==> src/design/dhts_pkg.sv <==
// Shared constants, types and helper functions for the double-hashing table.
// Used by every module of the block; depends on nothing else.
package dhts_pkg;

  localparam int unsigned TABLE_SLOTS = 16;
  localparam int unsigned KEY_W       = 24;
  localparam int unsigned HASH_MUL    = 11;
  localparam int unsigned PROD_W      = KEY_W + 4;
  localparam int unsigned IDX_W       = (TABLE_SLOTS > 2) ? $clog2(TABLE_SLOTS) : 1;
  localparam int unsigned MOD_W       = IDX_W + 1;

  localparam int unsigned     DVD_W     = PROD_W;
  localparam int unsigned     RECIP_W   = PROD_W + 1;
  localparam longint unsigned RECIP_ONE = 64'd1 << PROD_W;

  localparam logic [RECIP_W-1:0] RECIP_SLOTS = RECIP_W'(RECIP_ONE / 64'(TABLE_SLOTS));
  localparam logic [RECIP_W-1:0] RECIP_STEP  = RECIP_W'(RECIP_ONE / 64'(TABLE_SLOTS - 1));

  localparam int unsigned STATUS_W   = 2;
  localparam int unsigned SLOT_W     = 4;
  localparam int unsigned CNT_W      = 5;
  localparam int unsigned CNT_MAX    = 31;
  localparam int unsigned CNT_EXT_W  = (MOD_W > CNT_W) ? MOD_W : CNT_W;
  localparam int unsigned SLOT_EXT_W = (IDX_W > SLOT_W) ? IDX_W : SLOT_W;
  localparam int unsigned IN_DATA_W  = 24;
  localparam int unsigned OUT_DATA_W = 16;

  localparam logic [STATUS_W-1:0] ST_INSERTED = 2'd0;
  localparam logic [STATUS_W-1:0] ST_FULL     = 2'd1;
  localparam logic [STATUS_W-1:0] ST_FOUND    = 2'd2;
  localparam logic [STATUS_W-1:0] ST_MISSING  = 2'd3;

  typedef struct packed {
    logic             en;
    logic [IDX_W-1:0] addr;
    logic [KEY_W-1:0] key;
  } tbl_wr_t;

  function automatic logic [CNT_W-1:0] sat_count(input logic [CNT_EXT_W-1:0] v);
    logic [CNT_W-1:0] r;
    if (v > CNT_EXT_W'(CNT_MAX)) begin
      r = CNT_W'(CNT_MAX);
    end else begin
      r = v[CNT_W-1:0];
    end
    return r;
  endfunction

  function automatic logic [SLOT_W-1:0] slot_field(input logic [IDX_W-1:0] p);
    logic [SLOT_EXT_W-1:0] t;
    t = SLOT_EXT_W'(p);
    return t[SLOT_W-1:0];
  endfunction

endpackage

==> src/design/dhts_mod_unit.sv <==
// Shared modulo reduction unit: reciprocal multiply for the quotient, then multiply
// back and one correction step; operands, quotient and remainder register in turn.
// Depends on dhts_pkg.
module dhts_mod_unit
  import dhts_pkg::*;
(
  input  logic               clk_i,
  input  logic               rst_ni,
  input  logic               start_i,
  input  logic [DVD_W-1:0]   dividend_i,
  input  logic [MOD_W-1:0]   modulus_i,
  input  logic [RECIP_W-1:0] recip_i,
  output logic               done_o,
  output logic [IDX_W-1:0]   rem_o
);

  logic                     busy_q;
  logic                     calc_q;
  logic                     done_q;
  logic [DVD_W-1:0]         dvd_q;
  logic [MOD_W-1:0]         mod_q;
  logic [RECIP_W-1:0]       recip_q;
  logic [DVD_W+RECIP_W-1:0] prod;
  logic [MOD_W-1:0]         quo_q;
  logic [MOD_W-1:0]         quo_d;
  logic [MOD_W-1:0]         rem_q;
  logic [MOD_W-1:0]         rem_d;

  assign prod  = {{RECIP_W{1'b0}}, dvd_q} * {{DVD_W{1'b0}}, recip_q};
  assign quo_d = prod[DVD_W +: MOD_W];

  always_comb begin
    logic [2*MOD_W-1:0] qd;
    logic [MOD_W-1:0]   r;
    qd = {{MOD_W{1'b0}}, quo_q} * {{MOD_W{1'b0}}, mod_q};
    r  = dvd_q[MOD_W-1:0] - qd[MOD_W-1:0];
    if (r >= mod_q) begin
      r = r - mod_q;
    end
    rem_d = r;
  end

  always_ff @(posedge clk_i or negedge rst_ni) begin
    if (!rst_ni) begin
      busy_q <= 1'b0;
      calc_q <= 1'b0;
      done_q <= 1'b0;
    end else begin
      busy_q <= start_i;
      calc_q <= busy_q;
      done_q <= calc_q;
    end
  end

  always_ff @(posedge clk_i) begin
    if (start_i) begin
      dvd_q   <= dividend_i;
      mod_q   <= modulus_i;
      recip_q <= recip_i;
    end
    if (busy_q) begin
      quo_q <= quo_d;
    end
    if (calc_q) begin
      rem_q <= rem_d;
    end
  end

  assign done_o = done_q;
  assign rem_o  = rem_q[IDX_W-1:0];

endmodule

==> src/design/dhts_table.sv <==
// Slot storage: key memory with registered read and reset-cleared occupancy bits.
// Depends on dhts_pkg.
module dhts_table
  import dhts_pkg::*;
(
  input  logic             clk_i,
  input  logic             rst_ni,
  input  logic [IDX_W-1:0] rd_addr_i,
  input  logic [IDX_W-1:0] used_addr_i,
  input  tbl_wr_t          wr_i,
  output logic [KEY_W-1:0] rd_key_o,
  output logic             used_o
);

  logic [KEY_W-1:0]       mem_q [TABLE_SLOTS];
  logic [KEY_W-1:0]       rd_key_q;
  logic [TABLE_SLOTS-1:0] used_q;

  always_ff @(posedge clk_i) begin
    if (wr_i.en) begin
      mem_q[wr_i.addr] <= wr_i.key;
    end
    rd_key_q <= mem_q[rd_addr_i];
  end

  always_ff @(posedge clk_i or negedge rst_ni) begin
    if (!rst_ni) begin
      used_q <= '0;
    end else if (wr_i.en) begin
      used_q[wr_i.addr] <= 1'b1;
    end
  end

  assign rd_key_o = rd_key_q;
  assign used_o   = used_q[used_addr_i];

endmodule

==> src/design/double_hash_table_insert_search.sv <==
// Open-addressing hash table with double hashing; insert or search one key per word.
// A new word is accepted only while the block is idle, after the response to the last
// word has been moved into the output register; each word takes two passes of the
// shared modulo unit, then one probe per cycle with up to TABLE_SLOTS probes; a held
// output word stalls the response and so the input.
// Reset clears every occupancy bit at once; the key memory is not cleared.
module double_hash_table_insert_search
  import dhts_pkg::*;
(
  input  logic                  clk_i,
  input  logic                  rst_ni,
  input  logic                  s_axis_tvalid,
  output logic                  s_axis_tready,
  input  logic [IN_DATA_W-1:0]  s_axis_tdata,  // key[23:0]
  input  logic                  s_axis_tuser,  // mode[0]
  output logic                  m_axis_tvalid,
  input  logic                  m_axis_tready,
  output logic [OUT_DATA_W-1:0] m_axis_tdata,  // slot[3:0], probe_count[8:4], zeros
  output logic [STATUS_W-1:0]   m_axis_tuser   // status[1:0]
);

  localparam logic [2:0] S_IDLE  = 3'd0;
  localparam logic [2:0] S_HASH1 = 3'd1;
  localparam logic [2:0] S_HASH2 = 3'd2;
  localparam logic [2:0] S_PROBE = 3'd3;
  localparam logic [2:0] S_RESP  = 3'd4;

  logic [2:0]          state_q, state_d;
  logic                search_q, search_d;
  logic [KEY_W-1:0]    key_q, key_d;
  logic [IDX_W-1:0]    first_q, first_d;
  logic [IDX_W-1:0]    step_q, step_d;
  logic [IDX_W-1:0]    pos_q, pos_d;
  logic [IDX_W-1:0]    idx_q, idx_d;
  logic [STATUS_W-1:0] res_status_q, res_status_d;
  logic [SLOT_W-1:0]   res_slot_q, res_slot_d;
  logic [CNT_W-1:0]    res_cnt_q, res_cnt_d;
  logic                out_valid_q, out_valid_d;
  logic [STATUS_W-1:0] out_status_q, out_status_d;
  logic [SLOT_W-1:0]   out_slot_q, out_slot_d;
  logic [CNT_W-1:0]    out_cnt_q, out_cnt_d;

  logic                mod_start;
  logic [DVD_W-1:0]    mod_dvd;
  logic [MOD_W-1:0]    mod_m;
  logic [RECIP_W-1:0]  mod_recip;
  logic                mod_done;
  logic [IDX_W-1:0]    mod_rem;
  logic [MOD_W-1:0]    pos_sum;
  logic [MOD_W-1:0]    pos_adv;
  logic [KEY_W-1:0]    rd_key;
  logic                used;
  tbl_wr_t             wr;

  dhts_mod_unit u_mod (
    .clk_i      (clk_i),
    .rst_ni     (rst_ni),
    .start_i    (mod_start),
    .dividend_i (mod_dvd),
    .modulus_i  (mod_m),
    .recip_i    (mod_recip),
    .done_o     (mod_done),
    .rem_o      (mod_rem)
  );

  dhts_table u_table (
    .clk_i       (clk_i),
    .rst_ni      (rst_ni),
    .rd_addr_i   (pos_d),
    .used_addr_i (pos_q),
    .wr_i        (wr),
    .rd_key_o    (rd_key),
    .used_o      (used)
  );

  assign pos_sum = {1'b0, pos_q} + {1'b0, step_q};
  assign pos_adv = (pos_sum >= MOD_W'(TABLE_SLOTS)) ? (pos_sum - MOD_W'(TABLE_SLOTS)) : pos_sum;

  always_comb begin
    state_d      = state_q;
    search_d     = search_q;
    key_d        = key_q;
    first_d      = first_q;
    step_d       = step_q;
    pos_d        = pos_q;
    idx_d        = idx_q;
    res_status_d = res_status_q;
    res_slot_d   = res_slot_q;
    res_cnt_d    = res_cnt_q;
    out_valid_d  = out_valid_q;
    out_status_d = out_status_q;
    out_slot_d   = out_slot_q;
    out_cnt_d    = out_cnt_q;
    mod_start    = 1'b0;
    mod_dvd      = '0;
    mod_m        = MOD_W'(TABLE_SLOTS);
    mod_recip    = RECIP_SLOTS;
    wr           = '0;

    if (out_valid_q && m_axis_tready) begin
      out_valid_d = 1'b0;
    end

    unique case (state_q)
      S_IDLE: begin
        if (s_axis_tvalid) begin
          search_d  = s_axis_tuser;
          key_d     = s_axis_tdata[KEY_W-1:0];
          mod_start = 1'b1;
          mod_dvd   = DVD_W'(PROD_W'(s_axis_tdata[KEY_W-1:0]) * PROD_W'(HASH_MUL));
          state_d   = S_HASH1;
        end
      end
      S_HASH1: begin
        if (mod_done) begin
          first_d   = mod_rem;
          mod_start = 1'b1;
          mod_dvd   = DVD_W'(key_q);
          mod_m     = MOD_W'(TABLE_SLOTS - 1);
          mod_recip = RECIP_STEP;
          state_d   = S_HASH2;
        end
      end
      S_HASH2: begin
        if (mod_done) begin
          step_d  = mod_rem + IDX_W'(1);
          pos_d   = first_q;
          idx_d   = '0;
          state_d = S_PROBE;
        end
      end
      S_PROBE: begin
        if (!used) begin
          res_status_d = search_q ? ST_MISSING : ST_INSERTED;
          res_slot_d   = search_q ? '0 : slot_field(pos_q);
          res_cnt_d    = sat_count(CNT_EXT_W'(idx_q));
          wr.en        = !search_q;
          wr.addr      = pos_q;
          wr.key       = key_q;
          state_d      = S_RESP;
        end else if (search_q && (rd_key == key_q)) begin
          res_status_d = ST_FOUND;
          res_slot_d   = slot_field(pos_q);
          res_cnt_d    = sat_count(CNT_EXT_W'(idx_q));
          state_d      = S_RESP;
        end else if (idx_q == IDX_W'(TABLE_SLOTS - 1)) begin
          res_status_d = search_q ? ST_MISSING : ST_FULL;
          res_slot_d   = '0;
          res_cnt_d    = sat_count(CNT_EXT_W'(TABLE_SLOTS));
          state_d      = S_RESP;
        end else begin
          pos_d = pos_adv[IDX_W-1:0];
          idx_d = idx_q + IDX_W'(1);
        end
      end
      S_RESP: begin
        if (!out_valid_q || m_axis_tready) begin
          out_valid_d  = 1'b1;
          out_status_d = res_status_q;
          out_slot_d   = res_slot_q;
          out_cnt_d    = res_cnt_q;
          state_d      = S_IDLE;
        end
      end
      default: begin
        state_d = S_IDLE;
      end
    endcase
  end

  always_ff @(posedge clk_i or negedge rst_ni) begin
    if (!rst_ni) begin
      state_q     <= S_IDLE;
      out_valid_q <= 1'b0;
    end else begin
      state_q     <= state_d;
      out_valid_q <= out_valid_d;
    end
  end

  always_ff @(posedge clk_i) begin
    search_q     <= search_d;
    key_q        <= key_d;
    first_q      <= first_d;
    step_q       <= step_d;
    pos_q        <= pos_d;
    idx_q        <= idx_d;
    res_status_q <= res_status_d;
    res_slot_q   <= res_slot_d;
    res_cnt_q    <= res_cnt_d;
    out_status_q <= out_status_d;
    out_slot_q   <= out_slot_d;
    out_cnt_q    <= out_cnt_d;
  end

  assign s_axis_tready = (state_q == S_IDLE);
  assign m_axis_tvalid = out_valid_q;
  assign m_axis_tuser  = out_status_q;
  assign m_axis_tdata  = {(OUT_DATA_W - CNT_W - SLOT_W)'(0), out_cnt_q, out_slot_q};

`ifndef SYNTHESIS
  a_mod_done_in_hash: assert property (@(posedge clk_i) disable iff (!rst_ni)
    mod_done |-> (state_q == S_HASH1 || state_q == S_HASH2))
    else $error("Modulo unit finished outside the hashing states.");

  a_step_range: assert property (@(posedge clk_i) disable iff (!rst_ni)
    (state_q == S_PROBE) |-> (step_q != '0 && {1'b0, step_q} < MOD_W'(TABLE_SLOTS)))
    else $error("Probe step is zero or not below the table size.");

  a_accept_starts_hash: assert property (@(posedge clk_i) disable iff (!rst_ni)
    (s_axis_tvalid && s_axis_tready) |=> (state_q == S_HASH1 && !mod_done))
    else $error("Accepted word did not start the first hash pass.");
`endif

endmodule
==> config.mk <==
export PLATFORM = sky130hd
export DESIGN_NAME = double_hash_table_insert_search
export DESIGN_NICKNAME = d
export VERILOG_FILES = /design/src/design/dhts_pkg.sv /design/src/design/dhts_mod_unit.sv /design/src/design/dhts_table.sv /design/src/design/double_hash_table_insert_search.sv
export SDC_FILE = /design/constraint.sdc
export NUM_CORES = 1
export LEC_CHECK = 0
export BUFFER_PORTS_ARGS = -buffer_cell sky130_fd_sc_hd__buf_4
export CAP_MARGIN = 20
export CORE_MARGIN = 5
export CORE_UTILIZATION = 40
export CTS_CLUSTER_DIAMETER = 120
export DETAILED_ROUTE_END_ITERATION = 12
export PLACE_DENSITY = 0.6
export RECOVER_POWER = 50
export SYNTH_ARGS = -nofsm -noshare
export SYNTH_HDL_FRONTEND = slang
export SYNTH_SLANG_ARGS = --single-unit
==> constraint.sdc <==
create_clock -name clk_i -period 8.75 [get_ports clk_i]
set_input_delay 1.75 -clock clk_i [delete_from_list [all_inputs] [get_ports clk_i]]
set_output_delay 1.75 -clock clk_i [all_outputs]
set_load 0.1 [all_outputs]
Word level (Yosys, flattened, before mapping)

Memories as Yosys holds them, arrays and structs flattened. A register that Yosys moved wholly into a read port is not among the register bits.
Cells that the tools add are included.

$add $sub $neg: 6
$mul: 3
Magnitude comparators: 5
Eq/ne operators: 15
Multiplexer cells: 51
Bitwise operators: 2
Reduce and logical (&&, ||, !) cells: 16

Operator list:

| operator                                                              | count |
|---|---|
| 4-bit two-way mux                                                     | 16 |
| 29-bit two-way mux                                                    | 2 |
| 28-bit one-hot mux with 2 select lines                                | 1 |
| 28-bit by 29-bit multiplier with 33-bit output                        | 1 |
| 24-bit by 4-bit multiplier with 28-bit output, second input constant  | 1 |
| 28-bit two-way mux                                                    | 1 |
| 24-bit equality test                                                  | 1 |
| 24-bit two-way mux                                                    | 1 |
| 21-bit two-way mux                                                    | 1 |
| 3-bit two-way mux                                                     | 7 |
| 16-bit OR                                                             | 1 |
| 4-bit one-hot mux with 2 select lines                                 | 2 |
| 3-bit one-hot mux with 5 select lines                                 | 1 |
| 4-bit by 5-bit < comparator with 1-bit output, second input constant  | 2 |
| 2-bit two-way mux                                                     | 5 |
| 5-bit two-way mux                                                     | 2 |
| 2-bit != test, second input constant                                  | 5 |
| 2-bit AND reduction                                                   | 5 |
| 5-bit AND reduction                                                   | 2 |
| 1-bit two-way mux                                                     | 9 |
| 4-bit by 1-bit adder with 4-bit output, second input constant         | 2 |
| 3-bit by 2-bit equality test with 1-bit output, second input constant | 2 |
| 4-bit by 4-bit adder with 5-bit output                                | 1 |
| 5-bit greater-or-equal comparator                                     | 1 |
| 22 further kinds                                                      | 26 |

Register bits: 157
Memory bits (writable): 384
Input port bits: 29
Output and inout port bits: 20
Word-level logic and storage cells: 123
Memories: 1

Memories:

| memory        | words | bits a word | read ports | clocked after memory_dff | write ports | line             | RTL |
|---|---|---|---|---|---|---|---|
| u_table.mem_q | 16    | 24          | 1          | 1                        | 1           | dhts_table.sv:15 | `logic [KEY_W-1:0] mem_q [TABLE_SLOTS];` |

Logic depth before layout (Yosys ltp)

Depth in word-level cells: 9
Gate-level depth with buffers: 23
Gate-level depth less buffers: 21

By module

Synthesis repeated with hierarchy kept, for this count alone.

Cells, all modules: 3246
Area, all modules: 40053.4 um^2

By module, submodules not included:

| module                          | times used | cells an instance | area an instance (um^2) | sequential area each (um^2) |
|---|---|---|---|---|
| dhts_mod_unit                   | 1          | 1978              | 18868.1                 | 2207.1 |
| dhts_table                      | 1          | 675               | 15551.2                 | 12411.9 |
| double_hash_table_insert_search | 1          | 593               | 5634.2                  | 1951.9 |

Worst setup path after synthesis

Ideal clock, no wire load.

Kind: reg-to-reg
From: register u_mod.mod_q[3] (netlist name)
To: register u_mod.quo_q[3], data pin
Setup time: 0.258 ns
Data arrival time: 5.408 ns
Data required time: 8.492 ns
Setup slack: 3.084 ns
Stages on the path, launching flop included: 22
Buffers on the path: 2
Period minus slack after synthesis: 5.666 ns
Cell sequence: edfxtp_1 clkbuf_1 clkbuf_1 and2_1 ha_1 ha_1 fa_1 inv_1 fa_1 inv_1 fa_1 inv_1 fa_1 inv_1 ha_1 a21oi_1 o21ai_0 a2111oi_0 nor3_1 o31a_1 nor2_1 xnor2_1

RTL lines:

| what                 | line                | RTL |
|---|---|---|
| end signal, assigned | dhts_mod_unit.sv:62 | `quo_q <= quo_d;` |
| end, declared        | dhts_mod_unit.sv:24 | `logic [MOD_W-1:0] quo_q;` |

Worst setup path after layout

From: register pos_q[0]
To: register u_table.rd_key_q[0] (netlist: u_table.rd_key_o[0]), read port of u_table.mem_q

Cells in the longest elaborated chain, start to end: 7
Elaborated cells on any way between the ends: 11
Those cells by class: add/sub (2); order compare (1); mux (8)

RTL lines:

| what                                                                                             | line                                   | RTL |
|---|---|---|
| start, declared                                                                                  | double_hash_table_insert_search.sv:33  | `logic [IDX_W-1:0] pos_q, pos_d;` |
| start signal, assigned                                                                           | double_hash_table_insert_search.sv:186 | `pos_q <= pos_d;` |
| 4-bit by 4-bit adder with 5-bit output                                                           | double_hash_table_insert_search.sv:76  | `assign pos_sum = {1'b0, pos_q} + {1'b0, step_q};` |
| 4-bit by 1-bit subtractor with 4-bit output or 5-bit greater-or-equal comparator (tied branches) | double_hash_table_insert_search.sv:77  | `assign pos_adv = (pos_sum >= MOD_W'(TABLE_SLOTS)) ? (pos_sum - MOD_W'(TABLE_SLOTS)) : pos_sum;` |
| 4-bit two-way mux                                                                                | double_hash_table_insert_search.sv:77  |  |
| 4-bit two-way mux                                                                                | double_hash_table_insert_search.sv:146 | `end else if (idx_q == IDX_W'(TABLE_SLOTS - 1)) begin` |
| 4-bit two-way mux                                                                                | double_hash_table_insert_search.sv:141 | `end else if (search_q && (rd_key == key_q)) begin` |
| 4-bit two-way mux                                                                                | double_hash_table_insert_search.sv:133 | `if (!used) begin` |
| 4-bit one-hot mux with 2 select lines *                                                          | double_hash_table_insert_search.sv:104 | `unique case (state_q)` |
| end, declared                                                                                    | dhts_table.sv:16                       | `logic [KEY_W-1:0] rd_key_q;` |

Mark *: on every way between the ends. The rest lies on a longest branch, timed or not. The select of a mux whose other input is x is not followed.
A chain may end at the register's enable or synchronous reset.

==> flow_metrics.py <==
metrics = {
    "setup_path": {
        "crit_fanout": 50,
        "ff2ff_path_depth": 11,
        "r2r_end": "u_table.rd_key_o[0]",
        "r2r_slack_ps": 2370,
        "cp.arrival_ps": 6880,
        "startpoint_type": "register",
        "criticalPathCategory": "reg -> reg",
        "cpPeakStageDelay_ps": 1300,
        "critPathSlowestCell": "clkbuf_1",
        "crit_top_cell": "mux4_2",
        "r2r_start": "pos_q[0]",
        "crit_chain": "mux4_2, mux4_2, inv_2, a21o_2, clkbuf_1, mux2i_4, nand2b_4, buf_4, mux2i_1, mux2_2, o221ai_1",
        "end_kind": "register",
        "cp.required_ps": 9260,
    },
    "detailed_routing": {
        "drtIter0Drc": 1273,
        "vias": 17400,
        "first_pass_iters": 5,
        "viasPerCell": 5.24,
        "totalWireLength_um": 66300,
        "drc": 0,
        "wl_per_cell_um": 20.0,
        "ant_nets": 0,
    },
    "sta": {
        "fin_crit_sh_pct": 72.9,
        "max_freq_ghz": 0.157,
        "rsz0062_at_grt": "false",
        "tightest_slew_ps": 1830,
        "maxSlewHeadroom_pct": -22.0,
        "slew_viol_final": 94,
        "setup_viol": 0,
        "final_hold_viol_count": 0,
        "tns_ps": 0,
        "fin_crit_ps": 6380,
        "fin_skew_ps": 31.7,
    },
    "cells_and_area": {
        "nFillCells": 6450,
        "syn_to_final_growth_pct": 10.5,
        "drive_gt1_share_pct": 11.1,
        "ff_latch_area_mm2": 0.0156,
        "multi_input_area_mm2": 0.0117,
        "finalNetCount": 2606,
        "insertedDiodeCount": 0,
    },
    "min_path": {
        "min_to": "out_slot_q[0]",
        "worstHoldPathCells": 0,
        "min_path_type": "reg -> reg",
        "hold_start": "res_slot_q[0]",
    },
    "clocking": {
        "htreeDepth": 2,
        "clk_path_buf_depth": 3,
        "post_cts_buffers": 0,
        "cts_hold_buf": 0,
        "clk_latency_ps": 620,
        "cts_buffers": 54,
        "path_clk_slew_ps": 60,
        "cts_tree": "yes",
        "cts_sinks": 533,
        "clockRootBuffer": "clkbuf_16",
        "cts.repair.resized": 0,
    },
    "logic_synthesis": {
        "yosysSeqAreaShare_pct": 54.2,
        "ys_types": 65,
        "synth_common_cells": "482 x edfxtp_1, 286 x inv_1, 184 x nand2_1",
        "yosys.area.top_type": "edfxtp_1",
        "synthTopCellsByArea": "edfxtp_1 50%, ha_1 7.2%, fa_1 6.3%",
        "syn_area_mm2": 0.0288,
        "netlist_instances": 2301,
        "ys.flop_type": "edfxtp_1",
        "synth_edf_count": 482,
        "syn_area_per_cell_um2": 12.5,
        "async_reset_ff_share_pct": 4.32,
        "yosys_warnings": 0,
        "synth_top_area_share_pct": 50.2,
        "ys_seq_elements": 533,
        "yosysMostFrequentCell": "edfxtp_1",
    },
    "grt": {
        "antenna_found_initial": 0,
        "grt_max_degree": 122,
        "grt_pass1_wl_um": 103000,
        "grt_pass1_vias": 17500,
        "grt-ovfl-total": 0,
        "grt_usage_pct": 16.8,
    },
    "outcome": {
        "violations": "capacitance limit, slew limit",
        "outcome": "finished, violations left",
    },
    "flow_run": {
        "drv_cap": 3,
    },
    "placed_design": {
        "port_buffers": 41,
        "hpwlAfterDp_um": 43000,
        "place_congestion": 0.875,
    },
    "floorplanning": {
        "io_pins": 49,
        "dieHeight_um": 278,
        "die_x_um": 278,
        "coreArea_mm2": 0.0715,
        "start_util_pct": 40.3,
        "die_area_mm2": 0.0775,
        "num_rows": 98,
    },
}
## sequential cells by signal (all words and copies together), names as in the netlist, 5 cells and up
register / cells
out_cnt_q: 5
key_q: 24
u_table.mem_q: 384
u_mod.quo_q: 5
res_cnt_q: 5
u_table.rd_key_o: 24
u_mod.dvd_q: 28
u_table.used_q: 16
## layout make-up
type / instances / share of cell area (%)
Sequential cell: 533 / 49.0
Multi-Input combinational cell: 1366 / 36.7
Clock buffer: 69 / 4.61
Tap cell: 950 / 3.73
Inverter: 288 / 3.39
Timing Repair Buffer: 78 / 1.51
Clock inverter: 31 / 1.03
## cell families (layout without fill, tap and decap cells)
kind of cell / count (synthesis) / in the layout / share of synthesized area, %
buffers and inverters: 408 / 466 / 5.66
DFF: 533 / 533 / 54.2
other: 1 / 7 / 0.0130
xor gates and xnor gates: 78 / 78 / 2.37
adders and majority gates: 257 / 257 / 13.5
and+or+nand+nor: 489 / 489 / 8.00
AOI/OAI and AO/OA: 311 / 311 / 7.88
muxes: 224 / 224 / 8.43
## per-layer routing
metal	global-route usage [%]	vias up	share of wire, %
li1	-	8230	-
met1	24.1	8633	46
met2	27.1	416	47
met3	2.42	81	5.1
met4	4.31	0	2.2
met5	0	-	0
## worst max-delay path by stage
stage                     slack [ps]            from             endpoint  cells past startpoint
after floorplan                 3080  u_mod.mod_q[3]       u_mod.quo_q[3]                     21
after global placement          2590  u_mod.mod_q[3]       u_mod.quo_q[3]                     19
after detailed placement        2450  u_mod.mod_q[3]       u_mod.quo_q[3]                     19
after CTS                       2440  u_mod.mod_q[3]       u_mod.quo_q[3]                     19
after global routing            1960        key_q[0]  u_table.rd_key_o[2]                     11
final                           2370        pos_q[0]  u_table.rd_key_o[0]                     11
## metrics by stage
step | area, µm² | std cells | hold slack [ps] | setup slack, ps | util (%)
global route | 31900 | 3315 | 436 | 1960 | 44.6
finish | 31900 | 3315 | 417 | 2370 | 44.6
floorplan | 28800 | 2307 | 400 | 3080 | -
CTS | 32100 | 3315 | 419 | 2440 | 44.8
global placement | 30200 | 3213 | 406 | 2590 | 42.2
detailed placement | 30300 | 3215 | 405 | 2450 | 42.3
## worst max-delay path, delay by kind of cell (launching register included)
kind / cells / cell delay, ps
muxes: 5 / 2500
buffers and inverters: 3 / 1960
and+or+nand+nor: 1 / 760
DFF: 1 / 640
AOI/OAI and AO/OA: 2 / 290
## placed cells by master, fill, tap and decap left out, types with 57 or more instances in the layout
cell type / count
edfxtp_1: 482
fa_1: 90
ha_1: 166
inv_1: 286
mux2_2: 96
mux2i_1: 122
nand2_1: 184
nand3_1: 106
nor2_1: 57
o21ai_0: 61
xnor2_1: 59
Power is not shown: default switching activity piles up to over one toggle a cycle in this logic, so the estimate is an artifact.
